[config.mk]
export PLATFORM = sky130hd
export DESIGN_NAME = ccsg_ctrl
export DESIGN_NICKNAME = d
export VERILOG_FILES = /design/src/hdl/ccsg_pkg.sv /design/src/hdl/ccsg_ctrl.sv
export SDC_FILE = /design/constraint.sdc
export NUM_CORES = 1
export LEC_CHECK = 0
export BUFFER_PORTS_ARGS = -buffer_cell sky130_fd_sc_hd__buf_2
export CORE_MARGIN = 8
export CORE_UTILIZATION = 30
export DETAILED_ROUTE_END_ITERATION = 7
export PLACE_DENSITY = 0.6
export SYNTH_ARGS = -nofsm -noshare
export SYNTH_HDL_FRONTEND = slang
export SYNTH_SLANG_ARGS = --single-unit
[constraint.sdc]
create_clock -name clk -period 2.23 [get_ports clk]
set_clock_uncertainty 0.1 [all_clocks]
set_input_delay 0.446 -clock clk [delete_from_list [all_inputs] [get_ports clk]]
set_output_delay 0.446 -clock clk [all_outputs]
set_load 0.05 [all_outputs]
[src/hdl/ccsg_pkg.sv]
// Package for the contour cell segment generator.
// Holds the fixed-point constants, register and edge codes, and the
// controller/datapath command and status structs. No dependencies.
package ccsg_pkg;

  localparam int FRAC_BITS = 16;               // fraction bits of a coordinate
  localparam int COORD_W   = 28;               // coordinate width, Q12.16
  localparam int INT_W     = COORD_W - FRAC_BITS;
  localparam int CORNER_W  = 33;               // corner after nudging
  localparam int DIFF_W    = CORNER_W + 1;     // corner difference
  localparam int ROW_W     = 12;
  localparam logic [ROW_W-1:0] ROW_SAT = 12'd4095;
  localparam int MAX_RESULTS = 32;
  localparam int NRES_W      = 6;

  // configuration register indexes
  localparam logic [2:0] REG_GRID_COLUMNS = 3'd0;
  localparam logic [2:0] REG_LEVEL_COUNT  = 3'd1;
  localparam logic [2:0] REG_CHECK_RANGE  = 3'd2;
  localparam logic [2:0] REG_VALID_MIN    = 3'd3;
  localparam logic [2:0] REG_VALID_MAX    = 3'd4;

  // cell edge codes
  localparam logic [1:0] EDGE_TOP    = 2'd0;
  localparam logic [1:0] EDGE_RIGHT  = 2'd1;
  localparam logic [1:0] EDGE_BOTTOM = 2'd2;
  localparam logic [1:0] EDGE_LEFT   = 2'd3;

  typedef logic signed [CORNER_W-1:0] corner_t;

  typedef struct packed {
    logic load_pos;   // take a sample, issue row store read
    logic tbl_wr;     // write a level table entry
    logic fetch;      // form the cell corners, update row store
    logic lvl_rd;     // read the current level
    logic lvl_next;   // step to the next level
    logic nudge;      // raise corners equal to the level
    logic classify;   // build the crossing list
    logic div_start;  // start the fraction divide for the current point
    logic pt_store;   // store the finished point
    logic seg_make;   // hand a finished segment on
    logic flush;      // release the held segment as the final word
  } cmd_t;

  typedef struct packed {
    logic cell_ok;
    logic lvl_more;
    logic pt_more;
    logic pt_odd;
    logic div_done;
    logic out_free;
    logic pend_valid;
  } status_t;

endpackage

[src/hdl/ccsg_ctrl.sv]
// Controller state machine: sequences position, levels, points and
// segment release. Depends on ccsg_pkg.
module ccsg_ctrl import ccsg_pkg::*; (
  input  logic    clk,
  input  logic    rst,
  input  logic    in_valid,
  input  logic    kind,
  output logic    in_ready,
  input  status_t st,
  output cmd_t    cmd
);

  localparam logic [3:0] S_IDLE   = 4'd0;
  localparam logic [3:0] S_FETCH  = 4'd1;
  localparam logic [3:0] S_LRD    = 4'd2;
  localparam logic [3:0] S_NUDGE  = 4'd3;
  localparam logic [3:0] S_CLASS  = 4'd4;
  localparam logic [3:0] S_PSTART = 4'd5;
  localparam logic [3:0] S_DIV    = 4'd6;
  localparam logic [3:0] S_SEG    = 4'd7;
  localparam logic [3:0] S_NEXT   = 4'd8;
  localparam logic [3:0] S_FLUSH  = 4'd9;

  logic [3:0] state, state_next;

  always_ff @(posedge clk) begin
    if (rst) state <= S_IDLE;
    else     state <= state_next;
  end

  always_comb begin
    cmd        = '0;
    in_ready   = 1'b0;
    state_next = state;
    unique case (state)
      S_IDLE: begin
        in_ready = 1'b1;
        if (in_valid) begin
          if (kind) begin
            cmd.tbl_wr = 1'b1;
          end else begin
            cmd.load_pos = 1'b1;
            state_next   = S_FETCH;
          end
        end
      end
      S_FETCH: begin
        cmd.fetch  = 1'b1;
        state_next = st.cell_ok ? S_LRD : S_IDLE;
      end
      S_LRD: begin
        cmd.lvl_rd = 1'b1;
        state_next = S_NUDGE;
      end
      S_NUDGE: begin
        cmd.nudge  = 1'b1;
        state_next = S_CLASS;
      end
      S_CLASS: begin
        cmd.classify = 1'b1;
        state_next   = S_PSTART;
      end
      S_PSTART: begin
        if (st.pt_more) begin
          cmd.div_start = 1'b1;
          state_next    = S_DIV;
        end else begin
          state_next = S_NEXT;
        end
      end
      S_DIV: begin
        if (st.div_done) begin
          cmd.pt_store = 1'b1;
          state_next   = st.pt_odd ? S_SEG : S_PSTART;
        end
      end
      S_SEG: begin
        if (!st.pend_valid || st.out_free) begin
          cmd.seg_make = 1'b1;
          state_next   = S_PSTART;
        end
      end
      S_NEXT: begin
        if (st.lvl_more) begin
          cmd.lvl_next = 1'b1;
          state_next   = S_LRD;
        end else begin
          state_next = S_FLUSH;
        end
      end
      S_FLUSH: begin
        if (!st.pend_valid) begin
          state_next = S_IDLE;
        end else if (st.out_free) begin
          cmd.flush  = 1'b1;
          state_next = S_IDLE;
        end
      end
      default: state_next = S_IDLE;
    endcase
  end

endmodule

==> results of run 1 <==
## power breakdown
part / switching (mW) / total [mW] / internal [mW] / leakage [nW]
Clock: 0.0263 / 0.0863 / 0.0600 / 0.0138
Combinational: 0.157 / 0.239 / 0.0822 / 0.230
Sequential: 0.0434 / 0.128 / 0.0846 / 0.0340
## layout by cell type (no fill, tap or decap), drive strengths merged, types with 2 or more instances in the layout
| cell | netlist | final |
|---|---|---|
| a21oi | 3 | 3 |
| and3b | 2 | 2 |
| buf | 3 | 22 |
| clkbuf | 1 | 3 |
| dfxtp | 4 | 4 |
| inv | 2 | 2 |
| nand2 | 4 | 4 |
| nand2b | 5 | 5 |
| nor2 | 3 | 3 |
| nor3 | 8 | 8 |
| nor4b | 2 | 2 |
| o21ai | 2 | 2 |
## kinds of logic after synthesis
kind of cell	synth area share (%)
buffers and inverters	8.38
flip-flops	19.2
AND/OR/NAND/NOR	47.6
AO/OA/AOI/OAI	22.2
multiplexers	2.69
## path summary, 6_finish.rpt
| check | start | depth (start not counted) | slack, ns | to |
|---|---|---|---|---|
| min | rst | 2 | 0.32 | state[3] |
| max | state[1] | 3 | 0.12 | cmd[2] |
| max reg2reg | state[2] | 4 | 0.60 | state[1] |
| min reg2reg | state[2] | 2 | 0.50 | state[2] |
## per-stage QoR
step                instances  utilization (%)
floorplan                  54                -
global placement           87             42.4
detailed placement         87             42.4
CTS                        90             44.1
global route               90             44.4
finish                     90             44.4
## critical path: cells and delay by family, from the launching register on
family | cells | cell delay [ns]
buffers and inverters | 1 | 0.27
flip-flops | 1 | 0.58
AND/OR/NAND/NOR | 2 | 0.48
## routing by layer
layer | share of wire [%] | vias up | routed length [microns]
met5 | 0 | - | 0
met4 | 0 | 0 | 0
met3 | 4.9 | 0 | 59
met2 | 49 | 11 | 596
met1 | 46 | 224 | 554
li1 | - | 244 | -
## cell type report
class	count	area, sq um
Sequential cell	4	83.8
Fill cell	144	723
Timing Repair Buffer	22	110
Inverter	2	7.51
Multi-Input combinational cell	44	335
Tap cell	15	18.8
Clock buffer	3	22.5
==> run metrics, run 1 <==
IO Pins=23; number of flops mapped to enable cells by yosys=0; Cell Chain, Critical Path=and3b_4 > and3b_1 > buf_2; max_cap viols=0; M1 GR Usage=around 11%; Via density=5.32; Sink Count=4; H-tree Lvls=1; Seq/Total Area, Yosys=19.2%; placed instance area=552 sq um; Rows=13; CP max FO=12; Biggest register=state; initial core utilization=about a third; Final Slew Violations=0; cts repair resizes=0; DRC=0; antenna viol nets, final=0; global router's overall resource usage=roughly 9.0%; met3 Resource Use GR=between 2 and 2.5%; Power Density=between 700 and 800 mW/mm^2; top cells by count, synth=nor3_1 (8), nand2b_1 (5), dfxtp_1 (4), nand2_1 (4); Reg clk slew, reported paths=0.04 ns; number of flip-flops in the largest register=4; area of the mapped netlist=approximately 420 sq um; layout cells sized above 1=roughly half; Worst VDD drop=about 0.37 mV; most frequent cell after synthesis=nor3_1; worst hold slack=between 0.3 and 0.4 ns; Syn Nets=65; Area Growth Syn to Fin=38.3%; global route overflow=0; hold buffers post-CTS=0; synthesized area per cell=approximately 7.7 sq um; port bufs=22; grt peak-use layer=met2; TritonCTS clock tree=yes; top flop regs=state (4); 1st-iter DRT viols=12; Final Cell Area=slightly below 600 sq um; outcome=finished, final reports clean; drt wl/cell=about 13 microns; Power Total=0.453 mW; final-report hold violation count=0; Die H=53.3 microns; Vias=479; root buf cell=clkbuf_4; vias in the first global route=about 460; Max Fclk=between 400 and 500 MHz; asr flop ratio synth=0%; synth top area cells=dfxtp_1 (19%), nor3_1 (9.6%), nand2b_1 (7.5%); cts bufs inserted=3; yosys warns=0; worst skew pair latency=0.23 ns; worst min path class=in -> reg; Setup TNS=0 ns; gpl congestion=~0.74; minimum clock period=2.11 ns; Worst path max stage delay=between 0.5 and 0.6 ns; floorplan core area=about 0.0013 sq mm; post-synthesis cell type count=31; hpwl dp=between 900 and 1000 microns; die area=0.00284 sq mm; Seq cells post-synth=4; period utilization=a little over nine tenths; chip width=roughly 53 microns; first-pass GRT wire length=approximately 2000 microns; initial antenna violation count=0; Post CTS Setup Buffer Count=0; clk buf depth=2; Synth area leader=dfxtp_1; crit path launch type=register; DRT Pass-1 Iters=4; Syn Inst Count=54; met2 Use GR=13.3%; Final setup viols=0; slowest CP cell=dfxtp_1; Critical Path RT=about 1.7 ns; Worst Slack Setup Final=approximately 0.12 ns; Leak Pwr=roughly 0.28 nW; Total Wirelength=roughly 1200 microns; Slew @ Worst Pin=roughly 0.43 ns; ys flop type=dfxtp_1; number of diodes=0; area share of the leading cell type in the synthesized netlist=roughly a fifth; Arr. time, crit path=~1.6 ns; pin count of the biggest net entering global routing=15; Worst Path Class, Setup=reg -> out; RSZ-0062 raised after global routing=no; Place WS=~0.28 ns; max_slew headroom=about 71%; Nets=88; Crit. End Element=primary output
No activity file was read; power rests on OpenSTA's default activity.
==> inputs of run 2 (changes only) <==
ABC_AREA = 1   (was unset)
==> run metrics, run 2 <==
Final setup viols=0 (unchanged); chip width=53.1 microns (-0.41%); Nets=114 (+30%); commonest non-fill, non-tap cell in the layout=buf_2; Die H=53.1 microns (-0.41%); Setup TNS=0 ns (unchanged); synthesized area per cell=5.43 sq um (-30%); Final Slew Violations=0 (unchanged); hold path endpoint=state[1]; floorplan core area=0.00130 sq mm (unchanged); minimum clock period=2.02 ns (-0.0895 ns); Area Growth Syn to Fin=37.3%; pin count of the biggest net entering global routing=7 (-8); Synth area leader=dfxtp_1; number of flip-flops in the largest register=4 (unchanged); vias in the first global route=495 (+8.3%); post-synthesis mux area share=0% (-2.7 points); Worst R2R Path Depth=7 (+3); largest family of logic cells by synthesized area=simple AND/OR/NAND/NOR gates; asr flop ratio synth=0% (unchanged); hold buffers post-CTS=0 (unchanged); number of flops mapped to enable cells by yosys=0 (unchanged); synth top area cells=dfxtp_1 (19%), inv_1 (15%), nand2_1 (14%); hpwl dp=1030 microns (+12%); Total Wirelength=1210 microns (+0.33%); Seq cells post-synth=4 (unchanged); most frequent cells in the layout=buf_2 (22), inv_1 (17), nand2_1 (15); Reg clk slew, reported paths=0.04 ns (about the same); reg2reg end=state[0]; Critical Path RT=1.68 ns (about the same); Power Density=440 mW/mm^2 (-44%); Biggest register=state; global route overflow=0 (unchanged); ys flop type=dfxtp_1; R2R Setup Slk=0.93 ns (+0.33 ns); antenna viol nets, final=0 (unchanged); yosys warns=0 (unchanged); cts repair resizes=0 (unchanged); DRT Pass-1 Iters=4 (unchanged); area of the mapped netlist=413 sq um (-1.2%); period utilization=90.5% (-4.0 points); Seq/Total Area, Yosys=19.4% (+0.23 points); Synth Area in Compound Gates=13.0% (-9.1 points); Post CTS Setup Buffer Count=0 (unchanged); top cells by count, synth=inv_1 (17), nand2_1 (15), nor2_1 (14), nand3_1 (6), dfxtp_1 (4); max_slew headroom=83.2% (+12 points); Layout fillers=146 (+1.4%); crit path launch type=register; Sink Count=4 (unchanged); max_cap viols=0 (unchanged); top flop regs=state (4); worst skew pair latency=0.23 ns (about the same); initial core utilization=31.7% (-0.38 points); Synth Area in Simple Gates=49.4% (+1.8 points); Rows=13 (unchanged); Crit. End Element=primary output; IO Pins=23 (unchanged); global router's overall resource usage=9.00% (+0.020 points); Syn Inst Count=76 (+41%); Leak Pwr=0.374 nW (+34%); Worst Path Class, Setup=reg -> out; initial antenna violation count=0 (unchanged); H-tree Lvls=1 (unchanged); drt wl/cell=10.5 microns (-22%); TritonCTS clock tree=yes; final core utilization=43.6% (-0.87 points); Worst Slack Setup Final=0.212 ns (+0.0895 ns); RR Startpoint=state[0]; worst hold slack=0.315 ns (-0.00301 ns); clk buf depth=2 (unchanged); DRC=0 (unchanged); root buf cell=clkbuf_4; Slew @ Worst Pin=0.251 ns (-0.182 ns); Vias=532 (+11%); area share of the leading cell type in the synthesized netlist=19.4% (+0.23 points); origin of the worst min-delay path=rst; post-synthesis cell type count=18 (-42%); 1st-iter DRT viols=5 (-7); Place WS=0.447 ns (+0.163 ns); synthesized-area fraction occupied by adder cells=0% (unchanged); most frequent cell after synthesis=inv_1; worst min path class=in -> reg; RSZ-0062 raised after global routing=no; number of diodes=0 (unchanged); port bufs=22 (unchanged); Post-Synth XOR/XNOR Area=0% (unchanged); layout cells sized above 1=36.6% (-14 points); cts bufs inserted=3 (unchanged); final-report hold violation count=0 (unchanged); Via density=4.59 (-14%); hold path cells=2 (unchanged); CP max FO=4 (-8); Syn Nets=87 (+34%); gpl congestion=0.778 (+4.8%); die area=0.00282 sq mm (-0.82%); Arr. time, crit path=1.47 ns (-0.09 ns); first-pass GRT wire length=1960 microns (-2.4%); outcome=finished, final reports clean; Max Fclk=496 MHz (+4.4%); Worst VDD drop=0.193 mV (-47%)
-- run 2: layout make-up --
class	instances	area (sq um)	share of cell area [%]
clock buffers	3	22.5	3.97
inverters	20	75.1	13.2
multi-input cells	52	260	45.9
flip-flops and latches	4	80.1	14.1
well taps	15	18.8	3.31
repair buffers	22	110	19.4
-- run 2: how the worst max path moves through the flow --
| stage | endpoint | startpoint | slack [ns] | cells past startpoint |
|---|---|---|---|---|
| after floorplan | cmd[10] | state[3] | -0.20 | 5 |
| after global routing | cmd[9] | state[3] | 0.05 | 6 |
| after CTS | cmd[10] | state[3] | 0.20 | 6 |
| after detailed placement | cmd[9] | state[3] | 0.45 | 6 |
| final | cmd[10] | state[3] | 0.21 | 6 |
| after global placement | cmd[9] | state[3] | 0.45 | 6 |
-- run 2: per-layer routing --
metal	track usage [%]	vias up	part of all wire [%]
li1	-	279	-
met1	9.78	231	43
met2	15.8	20	46
met3	2.52	2	9.2
met4	3.78	0	1.2
met5	0	-	0
-- run 2: through the flow --
stage               area [sq um]  instances  total power [mW]
floorplan                    415         76             0.137
global placement             544        113             0.160
detailed placement           544        113             0.161
CTS                          567        116             0.252
global route                 567        116             0.264
finish                       567        116             0.249
-- run 2: critical path, cell delays in order, from the launching register on --
cell,delay (ns)
dfxtp_1,0.35
nor2_1,0.25
inv_1,0.12
nor2_2,0.13
inv_1,0.06
nor2_1,0.07
buf_2,0.26
-- run 2: report_power, final --
part	internal [mW]	switching, mW
registers	0.0744	0.00366
clock network	0.0601	0.0286
logic	0.0240	0.0585
-- run 2: kinds of logic after synthesis --
| family | Yosys count |
|---|---|
| DFF | 4 |
| buffers and inverters | 20 |
| and+or+nand+nor | 44 |
| AOI/OAI and AO/OA | 8 |
==> inputs of run 3 (changes only) <==
CORE_AREA = 8 8 45 47   (was unset)
CORE_MARGIN = unset   (was 8)
CORE_UTILIZATION = unset   (was 30)
DIE_AREA = 0 0 53 55   (was unset)
PLACE_DENSITY = 0.61   (was 0.6)
==> run metrics, run 3 (synthesis gave the netlist of run 2 again) <==
outcome=finished, final reports clean; Post CTS Setup Buffer Count=0 (unchanged); commonest non-fill, non-tap cell in the layout=buf_2; Critical Path RT=1.68 ns (about the same); Via density=4.50 (-1.8%); Worst Path Class, Setup=reg -> out; Power Density=435 mW/mm^2 (-1.0%); Worst R2R Path Depth=8 (+1); Biggest register=state; number of diodes=0 (unchanged); Sink Count=4 (unchanged); period utilization=88.3% (-2.2 points); Reg clk slew, reported paths=0.04 ns (about the same); Layout fillers=158 (+8.2%); initial antenna violation count=0 (unchanged); chip width=53 microns (-0.19%); slowest CP cell=dfxtp_1; Area Growth Syn to Fin=37.6%; Total Wirelength=1150 microns (-4.9%); TritonCTS clock tree=yes; placed instance area=546 sq um (+0.23%); IO Pins=23 (unchanged); H-tree Lvls=1 (unchanged); cts repair resizes=0 (unchanged); crit path launch type=register; pin count of the biggest net entering global routing=7 (unchanged); Place WS=0.494 ns (+0.0462 ns); global route overflow=0 (unchanged); first-pass GRT wire length=1790 microns (-8.8%); drt wl/cell=9.86 microns (-5.7%); clk buf depth=2 (unchanged); top flop regs=state (4); Max Fclk=508 MHz (+2.5%); RSZ-0062 raised after global routing=no; crit path from=state[3]; initial core utilization=29.8% (-1.9 points); port bufs=22 (unchanged); Arr. time, crit path=1.42 ns (-0.05 ns); final core utilization=41.0% (-2.5 points); Final Cell Area=568 sq um (+0.22%); max_slew headroom=83.1% (-0.097 points); floorplan core area=0.00138 sq mm (+6.3%); Slew @ Worst Pin=0.255 ns (+0.00414 ns); DRT Pass-1 Iters=4 (unchanged); Worst path max stage delay=0.35 ns (about the same); crit-path leading delay family=buffers and inverters; cts bufs inserted=3 (unchanged); Die H=55 microns (+3.6%); RR Startpoint=state[2]; Cell Chain, Critical Path=nor2_1 > inv_1 > nor2_2 > inv_1 > nor2_1 > buf_2; DRC=0 (unchanged); Crit. End Element=primary output; Rows=14 (+1); die area=0.00292 sq mm (+3.4%); most frequent cells in the layout=buf_2 (22), inv_1 (17), nand2_1 (15); Worst Slack Setup Final=0.262 ns (+0.0493 ns); Worst VDD drop=0.289 mV (+50%); minimum clock period=1.97 ns (-0.0493 ns); Nets=114 (unchanged); Final Slew Violations=0 (unchanged); Vias=527 (-0.94%); reg2reg end=state[1]; Critical Path Sink=cmd[10]; root buf cell=clkbuf_4; hold buffers post-CTS=0 (unchanged); worst min path class=in -> reg; worst path bufs/invs=3 (unchanged); final-report hold violation count=0 (unchanged); hpwl dp=1010 microns (-2.1%); stages on the worst setup path=6 (unchanged); 1st-iter DRT viols=14 (+9); Power Total=0.247 mW (-0.82%); gpl congestion=0.796 (+2.3%); R2R Setup Slk=0.93 ns (about the same); max_cap viols=0 (unchanged); Setup TNS=0 ns (unchanged); global router's overall resource usage=7.86% (-1.1 points); antenna viol nets, final=0 (unchanged); worst skew pair latency=0.23 ns (about the same); Leak Pwr=0.374 nW (unchanged); vias in the first global route=439 (-11%); number of flip-flops in the largest register=4 (unchanged); Final setup viols=0 (unchanged); layout cells sized above 1=36.6% (unchanged); CP max FO=4 (unchanged)
## run 3: cell counts in the layout (fill, tap and decap cells not counted)
No cell type changed its count.
## run 3: how the worst min path moves through the flow
stage / startpoint / end / slack, ns / depth (start not counted)
floorplan: rst / state[1] / 0.41 / 1
global placement: rst / state[1] / 0.56 / 2
detailed placement: rst / state[1] / 0.56 / 2
global route: rst / state[1] / 0.31 / 2
CTS: rst / state[1] / 0.32 / 2
finish: rst / state[1] / 0.33 / 2
## run 3: where the power goes
part	switching, mW	leakage (nW)	total [mW]	internal (mW)
Clock	0.0272	0.0138	0.0872	0.0600
Sequential	0.00374	0.0325	0.0781	0.0744
Combinational	0.0578	0.327	0.0819	0.0241
## run 3: per-layer routing
| layer | wire (microns) | track usage, % | part of all wire [%] |
|---|---|---|---|
| met5 | 0 | 0 | 0 |
| met4 | 0 | 0 | 0 |
| met3 | 133 | 4.81 | 12 |
| met2 | 552 | 13.9 | 48 |
| met1 | 468 | 8.33 | 41 |
## run 3: cell type report
class / instances / area (sq um) / area share (%)
inverter: 20 / 75.1 / 13.2
sequential: 4 / 80.1 / 14.1
tap: 16 / 20.0 / 3.52
timing repair buffer: 22 / 110 / 19.4
multi-input combinational: 52 / 260 / 45.8
clock buffer: 3 / 22.5 / 3.96
## run 3: through the flow
| stage | hold slack (ns) | std cells |
|---|---|---|
| 3_5_place_dp | 0.563 | 114 |
| 4_1_cts | 0.320 | 117 |
| 6_report | 0.326 | 117 |
| 5_1_grt | 0.314 | 117 |
| 3_3_place_gp | 0.557 | 114 |
| 2_1_floorplan | 0.408 | 76 |
